===== config.mk =====
export PLATFORM = sky130hd
export DESIGN_NAME = ffra_ctrl
export DESIGN_NICKNAME = d
export VERILOG_FILES = /design/src/sv/ffra_pkg.sv /design/src/sv/ffra_ctrl.sv
export SDC_FILE = /design/constraint.sdc
export NUM_CORES = 1
export LEC_CHECK = 0
export BUFFER_PORTS_ARGS = -buffer_cell sky130_fd_sc_hd__buf_2
export CAP_MARGIN = 20
export CORE_UTILIZATION = 45
export CTS_CLUSTER_DIAMETER = 60
export CTS_CLUSTER_SIZE = 28
export DETAILED_ROUTE_END_ITERATION = 16
export HOLD_SLACK_MARGIN = 0.03
export PLACE_DENSITY = 0.66
export SLEW_MARGIN = 20
export SYNTH_ARGS = -nofsm -noshare
export SYNTH_HDL_FRONTEND = slang
export SYNTH_SLANG_ARGS = --single-unit

===== constraint.sdc =====
create_clock -name clk -period 3.2 [get_ports clk]
set_input_delay 0.32 -clock clk [delete_from_list [all_inputs] [get_ports clk]]
set_output_delay 0.32 -clock clk [all_outputs]
set_load 0.03 [all_outputs]

===== src/sv/ffra_pkg.sv =====
// Shared types, codes and constants of the first-fit region allocator.
// No dependencies; imported by every RTL module of the block.
package ffra_pkg;

    localparam int ENTRIES_DEF = 64;
    // alignment granule, power of two
    localparam int ALIGN_BYTES = 16;
    localparam logic [32:0] ALIGN_ADD  = 33'(ALIGN_BYTES - 1);
    localparam logic [32:0] ALIGN_MASK = ~ALIGN_ADD;
    localparam logic [31:0] LIMIT_RESET = 32'h3fff_ffff;

    typedef enum logic [1:0] {
        FUNC_ADD     = 2'd0,
        FUNC_RESERVE = 2'd1,
        FUNC_ALLOC   = 2'd2,
        FUNC_FREE    = 2'd3
    } func_t;

    typedef enum logic [2:0] {
        ST_DONE     = 3'd0,
        ST_NOFIT    = 3'd1,
        ST_FULL     = 3'd2,
        ST_NOTALLOC = 3'd3,
        ST_IGNORED  = 3'd4
    } status_t;

    typedef struct packed {
        logic [1:0]  func;
        logic [31:0] address;
        logic [31:0] amount;
    } req_t;

    typedef struct packed {
        logic [31:0] result_address;
        logic [2:0]  status;
    } rsp_t;

    typedef enum logic [2:0] {
        SCAN_EMPTY    = 3'd0,
        SCAN_FIT      = 3'd1,
        SCAN_BOUND    = 3'd2,
        SCAN_ALLOC_AT = 3'd3,
        SCAN_FREE_AT  = 3'd4,
        SCAN_FREE_END = 3'd5
    } scan_mode_t;

    typedef enum logic [3:0] {
        ACT_NONE          = 4'd0,
        ACT_ADD_WR        = 4'd1,
        ACT_AL_TAKE       = 4'd2,
        ACT_AL_NEW        = 4'd3,
        ACT_AL_SHRINK     = 4'd4,
        ACT_FR_LATCH      = 4'd5,
        ACT_FR_MERGE_NEXT = 4'd6,
        ACT_FR_MERGE_PREV = 4'd7,
        ACT_FR_RELEASE    = 4'd8,
        ACT_RES_INIT      = 4'd9,
        ACT_RES_SPLIT     = 4'd10,
        ACT_RES_CUT       = 4'd11,
        ACT_RES_TRIM      = 4'd12
    } act_t;

    typedef struct packed {
        logic       load;
        logic       scan_start;
        scan_mode_t scan_mode;
        act_t       act;
        logic       out_load;
        status_t    code;
    } dp_cmd_t;

    typedef struct packed {
        func_t func;
        logic  scan_done;
        logic  found;
        logic  empty_found;
        logic  add_ignore;
        logic  alloc_zero;
        logic  res_rev;
        logic  fit_exact;
        logic  res_split;
    } dp_stat_t;

    function automatic logic [32:0] align_up(input logic [32:0] x);
        return (x + ALIGN_ADD) & ALIGN_MASK;
    endfunction

endpackage


===== src/sv/ffra_ctrl.sv =====
// Sequencing state machine of the region allocator.
// Depends on ffra_pkg; drives ffra_datapath through dp_cmd_t / dp_stat_t.
module ffra_ctrl
    import ffra_pkg::*;
(
    input  logic     clk,
    input  logic     rst_n,
    input  logic     in_valid,
    output logic     in_ready,
    input  logic     out_ready,
    output logic     out_valid,
    output dp_cmd_t  cmd,
    input  dp_stat_t stat
);

    typedef enum logic [13:0] {
        S_IDLE      = 14'b00000000000001,
        S_DECODE    = 14'b00000000000010,
        S_ADD_SCAN  = 14'b00000000000100,
        S_RES_START = 14'b00000000001000,
        S_RES_SCAN  = 14'b00000000010000,
        S_RES_CUT   = 14'b00000000100000,
        S_AL_SCAN   = 14'b00000001000000,
        S_AL_SHRINK = 14'b00000010000000,
        S_FR_SCAN1  = 14'b00000100000000,
        S_FR_START2 = 14'b00001000000000,
        S_FR_SCAN2  = 14'b00010000000000,
        S_FR_START3 = 14'b00100000000000,
        S_FR_SCAN3  = 14'b01000000000000,
        S_DONE      = 14'b10000000000000
    } state_t;

    state_t  state_reg, state_next;
    status_t code_reg, code_next;
    logic    out_valid_reg, out_valid_next;

    always_comb
    begin
        state_next     = state_reg;
        code_next      = code_reg;
        out_valid_next = out_valid_reg;
        cmd            = '0;
        if (out_valid_reg && out_ready)
        begin
            out_valid_next = 1'b0;
        end
        case (state_reg)
            S_IDLE:
            begin
                if (in_valid)
                begin
                    cmd.load   = 1'b1;
                    state_next = S_DECODE;
                end
            end
            S_DECODE:
            begin
                code_next = ST_DONE;
                case (stat.func)
                    FUNC_ADD:
                    begin
                        if (stat.add_ignore)
                        begin
                            code_next  = ST_IGNORED;
                            state_next = S_DONE;
                        end
                        else
                        begin
                            cmd.scan_start = 1'b1;
                            cmd.scan_mode  = SCAN_EMPTY;
                            state_next     = S_ADD_SCAN;
                        end
                    end
                    FUNC_RESERVE:
                    begin
                        if (stat.res_rev)
                        begin
                            code_next  = ST_IGNORED;
                            state_next = S_DONE;
                        end
                        else
                        begin
                            cmd.act    = ACT_RES_INIT;
                            state_next = S_RES_START;
                        end
                    end
                    FUNC_ALLOC:
                    begin
                        if (stat.alloc_zero)
                        begin
                            code_next  = ST_IGNORED;
                            state_next = S_DONE;
                        end
                        else
                        begin
                            cmd.scan_start = 1'b1;
                            cmd.scan_mode  = SCAN_FIT;
                            state_next     = S_AL_SCAN;
                        end
                    end
                    default:
                    begin
                        cmd.scan_start = 1'b1;
                        cmd.scan_mode  = SCAN_ALLOC_AT;
                        state_next     = S_FR_SCAN1;
                    end
                endcase
            end
            S_ADD_SCAN:
            begin
                if (stat.scan_done)
                begin
                    if (stat.empty_found)
                    begin
                        cmd.act = ACT_ADD_WR;
                    end
                    else
                    begin
                        code_next = ST_FULL;
                    end
                    state_next = S_DONE;
                end
            end
            S_RES_START:
            begin
                cmd.scan_start = 1'b1;
                cmd.scan_mode  = SCAN_BOUND;
                state_next     = S_RES_SCAN;
            end
            S_RES_SCAN:
            begin
                if (stat.scan_done)
                begin
                    if (!stat.found)
                    begin
                        state_next = S_DONE;
                    end
                    else if (stat.res_split)
                    begin
                        // full table: the upper part of the region is dropped
                        if (stat.empty_found)
                        begin
                            cmd.act = ACT_RES_SPLIT;
                        end
                        else
                        begin
                            code_next = ST_FULL;
                        end
                        state_next = S_RES_CUT;
                    end
                    else
                    begin
                        cmd.act    = ACT_RES_TRIM;
                        state_next = S_RES_START;
                    end
                end
            end
            S_RES_CUT:
            begin
                cmd.act    = ACT_RES_CUT;
                state_next = S_DONE;
            end
            S_AL_SCAN:
            begin
                if (stat.scan_done)
                begin
                    if (!stat.found)
                    begin
                        code_next  = ST_NOFIT;
                        state_next = S_DONE;
                    end
                    else if (stat.fit_exact)
                    begin
                        cmd.act    = ACT_AL_TAKE;
                        state_next = S_DONE;
                    end
                    else if (!stat.empty_found)
                    begin
                        code_next  = ST_FULL;
                        state_next = S_DONE;
                    end
                    else
                    begin
                        cmd.act    = ACT_AL_NEW;
                        state_next = S_AL_SHRINK;
                    end
                end
            end
            S_AL_SHRINK:
            begin
                cmd.act    = ACT_AL_SHRINK;
                state_next = S_DONE;
            end
            S_FR_SCAN1:
            begin
                if (stat.scan_done)
                begin
                    if (stat.found)
                    begin
                        cmd.act    = ACT_FR_LATCH;
                        state_next = S_FR_START2;
                    end
                    else
                    begin
                        code_next  = ST_NOTALLOC;
                        state_next = S_DONE;
                    end
                end
            end
            S_FR_START2:
            begin
                cmd.scan_start = 1'b1;
                cmd.scan_mode  = SCAN_FREE_AT;
                state_next     = S_FR_SCAN2;
            end
            S_FR_SCAN2:
            begin
                if (stat.scan_done)
                begin
                    if (stat.found)
                    begin
                        cmd.act = ACT_FR_MERGE_NEXT;
                    end
                    state_next = S_FR_START3;
                end
            end
            S_FR_START3:
            begin
                cmd.scan_start = 1'b1;
                cmd.scan_mode  = SCAN_FREE_END;
                state_next     = S_FR_SCAN3;
            end
            S_FR_SCAN3:
            begin
                if (stat.scan_done)
                begin
                    cmd.act    = stat.found ? ACT_FR_MERGE_PREV : ACT_FR_RELEASE;
                    state_next = S_DONE;
                end
            end
            S_DONE:
            begin
                if (!out_valid_reg || out_ready)
                begin
                    cmd.out_load   = 1'b1;
                    out_valid_next = 1'b1;
                    state_next     = S_IDLE;
                end
            end
            default:
            begin
                state_next = S_IDLE;
            end
        endcase
        cmd.code = code_reg;
    end

    always_ff @(posedge clk or negedge rst_n)
    begin
        if (!rst_n)
        begin
            state_reg     <= S_IDLE;
            code_reg      <= ST_DONE;
            out_valid_reg <= 1'b0;
        end
        else
        begin
            state_reg     <= state_next;
            code_reg      <= code_next;
            out_valid_reg <= out_valid_next;
        end
    end

    assign in_ready  = (state_reg == S_IDLE);
    assign out_valid = out_valid_reg;

endmodule


==> results_dict.tcl, run 1 <==
set metrics [dict create \
    outcome "finished clean" \
    syn-cell-area_um2 1545 \
    multi_input_area_um2 1011 \
    seqCellArea_um2 451.7 \
    antenna_found_initial 0 \
    grt-ovfl-total 0 \
    period_needed_ns 3.070 \
    cts_tree "done" \
    top_layer "met4" \
    first_pass_iters 4 \
    via_per_inst 6.364 \
    async_flop_share_pct 100.0 \
    yosys_most_used_dff "dfrtp_1" \
    clk_pin_slew_worst_paths_ns 0.11 \
    drt-met1-wl_um 2043 \
    place_hpwl_um 3435 \
    fin_skew_ns 0.005308 \
    die_area_um2 3672 \
    fill_cells 327 \
    ys.warnings.count 0 \
    detail_route.wl_per_cell_um 17.35 \
    holdWs_ns 0.1790 \
    wl_met2_um 2099 \
    relSlewSlack_pct 57.86 \
    setup_viol 0 \
    syn_avg_cell_area_um2 8.006 \
    fmax_ghz 0.3257 \
    power_density_nw_per_um2 558.3 \
    setup_tns_ns 0 \
    reg2reg_depth 7 \
    die-height_um 60.60 \
    syn_inst 193 \
    post_cts_buffers 0 \
    nets 232 \
    cp_max_fo 10 \
    worst_setup_path_start_kind "flip-flop" \
    crit_required_ns 2.88 \
    final-hold-violation-count 0 \
    io_buffers 28 \
    critical-path-slowest-cell "or4_1" \
    yosysTopAreaCell "dfrtp_1" \
    routed_wl_um 4529 \
    synth_nets 207 \
    clk_path_buf_depth 2 \
    cts.sinks 18 \
    period_share_pct 95.94 \
    slowest_delay_ns 0.62 \
    drive_gt1_share_pct 22.58 \
    largest_register_ffs 14 \
    gp_congestion 0.9759 \
    cts_root_buffer "clkbuf_4" \
    grt_max_degree 19 \
    area_growth_pct 14.25 \
    crit_chain "buf_4, or4_1, nor2_1, and4_1, nand3_1, nand2_1, a311o_1, buf_2" \
    path_class "flip-flop to primary output" \
    via_count 1661 \
    p_leak_nw 0.8067 \
    end_kind "primary output" \
    ys_seq_area_share_pct 29.23 \
    hold_class "input pin to flip-flop" \
    grt_pass1_wl_um 7514 \
    drt_iter0_markers 135 \
    cp_data_arrival_time_ns 2.75 \
    htree_num_levels 1 \
    hold_depth 2 \
    grt_pass1_vias 1519 \
    rsz0062_at_grt "false" \
    io_pins 29 \
    route.met3.wl_um 283 \
    synth_seq_cells 18 \
    clk_latency_ns 0.32 \
    maxCapViolCount 0 \
    maxSlewViolCount 0 \
    yosysTopAreaCellShare_pct 27.53 \
    cts_buffers 3 \
    yosysUniqueCellTypes 53 \
    tightest_slew_ns 0.6233 \
    ys_top_cells_by_area "dfrtp_1, nand2_1, nor3_1" \
    rows 20 \
    coreArea_um2 3153 \
    synth_edf_count 0 \
    initial_core_util_pct 49.01 \
    die_width_um 60.60 \
    drc 0 \
    gr-usage-all-layers_pct 28.02 \
    antenna_cells 0 \
    peakVddDrop_mv 0.4336 \
    postRouteAntennaNets 0 \
]
-- area by class of cell --
class                   instances  share of cell area (%)
clock buffers                   4                   1.488
inverters                       5                   1.063
multi-input cells             154                   57.26
flip-flops and latches         18                   25.58
well taps                      44                   3.118
repair buffers                 36                   11.48
-- cells by family after synthesis --
logic type / synth area share, %
simple gates: 38.70
compound gates: 19.11
buf+inv: 6.316
flops: 29.23
xor+xnor: 4.535
mux: 2.105
-- cell usage after synthesis, drive strengths merged (2+ instances only) --
cell type	number
nor3	12
a21oi	7
a311o	2
nor4b	3
a31oi	3
or4	5
xnor2	5
o21ai	11
or3	4
and3	4
o32ai	3
nor2b	5
and4	2
nand4	7
nor2	16
mux2	2
nand3	7
buf	4
inv	5
a32o	3
nor4	7
o21a	2
dfrtp	17
xor2	3
nand2	18
or4b	4
clkbuf	12
nand3b	3
-- critical path: cells and delay by family (launching register included) --
kind	cells	cell delay, ns
buffers and inverters	2	0.38
AND/OR/NAND/NOR	5	1.51
flip-flops	1	0.44
AO/OA/AOI/OAI	1	0.11
-- layer usage --
metal,vias up,track usage [%]
li1,781,-
met4,0,11.04
met3,12,2.985
met5,-,0
met2,84,42.70
met1,784,40.69
-- stage by stage --
stage | util, % | area (um2) | total power [mW] | instances | setup slack, ns
after floorplan | - | 1545 | 0.7082 | 193 | 0.4322
after global placement | 54.37 | 1714 | 0.8362 | 256 | 0.4000
after detailed placement | 54.37 | 1714 | 0.8454 | 256 | 0.3174
after CTS | 55.71 | 1757 | 0.9775 | 261 | 0.1135
after global routing | 55.99 | 1765 | 1.047 | 261 | 0.02072
final | 55.99 | 1765 | 0.9857 | 261 | 0.1300
-- cells in the final DEF, fill, tap and decap left out, types with 3 or more instances in the layout --
master    netlist  routed
buf_2           2      28
nand2_1        18      18
dfrtp_1        17      17
nor2_1         16      16
nor3_1         12      12
o21ai_0         8       8
nand3_1         7       7
nand4_1         7       7
buf_4           0       7
a21oi_1         6       6
inv_1           5       5
nor2b_1         5       5
xnor2_1         5       5
or3_1           4       4
and3_1          4       4
or4_1           3       3
nor4b_1         3       3
or4b_1          3       3
nor4_1          4       3
nand3b_1        3       3
o32ai_1         3       3
o21ai_1         3       3
xor2_1          3       3
a32o_1          3       3
a31oi_1         3       3
clkbuf_4        0       3
-- what timing repair did --
item                                    CTS  global route
gates resized for setup                   1             1
hold endpoints to repair                 17             0
gates cloned                              0             0
endpoints found under the setup margin    1             2
hold buffers                              1             0
-- final timing paths --
| check | from | endpoint | slack, ns |
|---|---|---|---|
| setup / recovery | state_reg[8]$_DFFE_PN0P_ | cmd[4] | 0.13 |
| hold / removal | in_valid | state_reg[0]$_DFFE_PN1P_ | 0.18 |
| setup reg to reg | state_reg[8]$_DFFE_PN0P_ | code_reg[1]$_DFFE_PN0P_ | 0.42 |
| hold reg to reg | code_reg[2]$_DFFE_PN0P_ | code_reg[2]$_DFFE_PN0P_ | 0.50 |
| max in group asynchronous | rst_n | state_reg[0]$_DFFE_PN1P_ | 2.40 |
| min in group asynchronous | rst_n | state_reg[4]$_DFFE_PN0P_ | 0.46 |
-- where the power goes --
part | total, mW | leakage (nW) | internal, mW | switching (mW)
combinational | 0.541 | 0.547 | 0.194 | 0.347
clock | 0.134 | 0.0150 | 0.0488 | 0.0851
sequential | 0.311 | 0.244 | 0.267 | 0.0440
total | 0.986 | 0.807 | 0.509 | 0.476
Note: power is estimated with default switching activity, not from simulation.
==> run 2, diff against run 1 <==
Settings changed: MAX_ROUTING_LAYER set to met4.
==> run 2 against run 1 <==
Against the previous run:
- flip-flop and latch count stayed put
- clock skew grew 0.00097 ns
- sequential power is essentially flat
- clock power up 17%
- critical path type unchanged
- critical endpoint unchanged
==> results_dict.tcl, run 2 (synthesis results as in run 1) <==
set metrics [dict create \
    outcome "finished clean" \
    drt_iter0_markers 148 \
    cts_buffers 3 \
    reg2reg_to "state_reg[13]$_DFFE_PN0P_" \
    die_area_um2 3672 \
    grt_pass1_wl_um 7514 \
    die-height_um 60.60 \
    clk_pin_slew_worst_paths_ns 0.13 \
    timing.rr.start "state_reg[8]$_DFFE_PN0P_" \
    drive_gt1_share_pct 24.20 \
    antenna_cells 0 \
    rows 20 \
    fin_skew_ns 0.006278 \
    crit_required_ns 2.88 \
    final_cell_mix "buf_2, nand2_1, nor2_1, dfrtp_1, nor3_1" \
    area_growth_pct 15.95 \
    grt_pass1_vias 1577 \
    clk_path_buf_depth 2 \
    tightest_slew_ns 0.6186 \
    pre_cts_ws_ns 0.3033 \
    place_hpwl_um 3488 \
    maxSlewViolCount 0 \
    power_density_nw_per_um2 565.9 \
    via_per_inst 6.449 \
    hp-start "in_valid" \
    cp_data_arrival_time_ns 2.76 \
    setup_ws_ns 0.1232 \
    coreArea_um2 3153 \
    worst_setup_path_start_kind "flip-flop" \
    initial_core_util_pct 49.01 \
    drc 0 \
    relSlewSlack_pct 58.18 \
    grt_max_degree 19 \
    antenna_found_initial 0 \
    setup_tns_ns 0 \
    cts_tree "done" \
    first_pass_iters 5 \
    gp_congestion 1.002 \
    cts.sinks 18 \
    clk_latency_ns 0.31 \
    reg2reg_slack_ns 0.38 \
    rsz0062_at_grt "false" \
    via_count 1696 \
    grt-ovfl-total 0 \
    io_pins 29 \
    worstSetupStartpoint "state_reg[8]$_DFFE_PN0P_" \
    period_share_pct 96.15 \
    cp_max_fo 10 \
    detail_route.wl_per_cell_um 18.03 \
    io_buffers 28 \
    period_needed_ns 3.077 \
    min_to "state_reg[0]$_DFFE_PN1P_" \
    final-hold-violation-count 0 \
    end_kind "primary output" \
    fmax_ghz 0.3250 \
    setup_viol 0 \
    htree_num_levels 1 \
    die_width_um 60.60 \
    cts_root_buffer "clkbuf_4" \
    routed_wl_um 4743 \
    hold_depth 2 \
    hold_class "input pin to flip-flop" \
    reg2reg_depth 7 \
    final_common_cell "buf_2" \
    gr-usage-all-layers_pct 29.06 \
    nets 234 \
    p_leak_nw 0.8206 \
    postRouteAntennaNets 0 \
    largest_register_ffs 14 \
    maxCapViolCount 0 \
    path_class "flip-flop to primary output" \
    peakVddDrop_mv 0.4895 \
]
## run 2: worst max path at each step
stage	endpoint	slack, ns	cells past startpoint
after floorplan	cmd[4]	0.43	7
after global placement	cmd[4]	0.40	7
after detailed placement	cmd[4]	0.30	7
after CTS	cmd[4]	0.1	7
after global routing	cmd[4]	0.01	7
final	cmd[4]	0.12	8
## run 2: timing repair
action                                  4_1_cts  5_1_grt
pin swaps                                     0        1
endpoints found under the setup margin        2        3
hold buffers                                  1        0
resized for setup                             1        2
endpoints found under the hold margin        17        0
buffers inserted                              0        1
## run 2: cell type report
class | count | area, um2
Fill cell | 325 | 1361
Timing Repair Buffer | 38 | 217.7
Multi-Input combinational cell | 154 | 1011
Sequential cell | 18 | 452.9
Inverter | 5 | 18.77
Tap cell | 44 | 55.05
Clock buffer | 4 | 36.28
## run 2: report_power, final
part / switching (mW) / leakage, nW / internal [mW] / total (mW)
Combinational: 0.349 / 0.557 / 0.197 / 0.546
Sequential: 0.0442 / 0.243 / 0.267 / 0.311
Clock: 0.0879 / 0.0210 / 0.0695 / 0.157
## run 2: stage by stage
stage / hold slack (ns) / cells / total power, mW / cell area (um2) / utilization (%)
floorplan: 0.02441 / 193 / 0.7082 / 1545 / -
global placement: 0.2784 / 257 / 0.8363 / 1722 / 54.60
detailed placement: 0.2940 / 257 / 0.8435 / 1722 / 54.60
CTS: 0.1768 / 262 / 1.002 / 1774 / 56.27
global route: 0.1806 / 263 / 1.075 / 1792 / 56.83
finish: 0.1713 / 263 / 1.014 / 1792 / 56.83
## run 2: worst max-delay path, cell delays in order (launching register included)
cell	delay (ns)
dfrtp_1	0.44
buf_4	0.19
or4_1	0.62
nor4_2	0.34
buf_4	0.22
nand2_1	0.06
o21ai_0	0.18
a311o_1	0.20
buf_2	0.19
## run 2: layer usage
metal / track usage (%) / up-vias / part of all wire (%)
li1: - / 786 / -
met1: 39.37 / 800 / 44
met2: 44.27 / 96 / 45
met3: 4.051 / 14 / 8.8
met4: 10.39 / 0 / 1.8
met5: - / - / 0
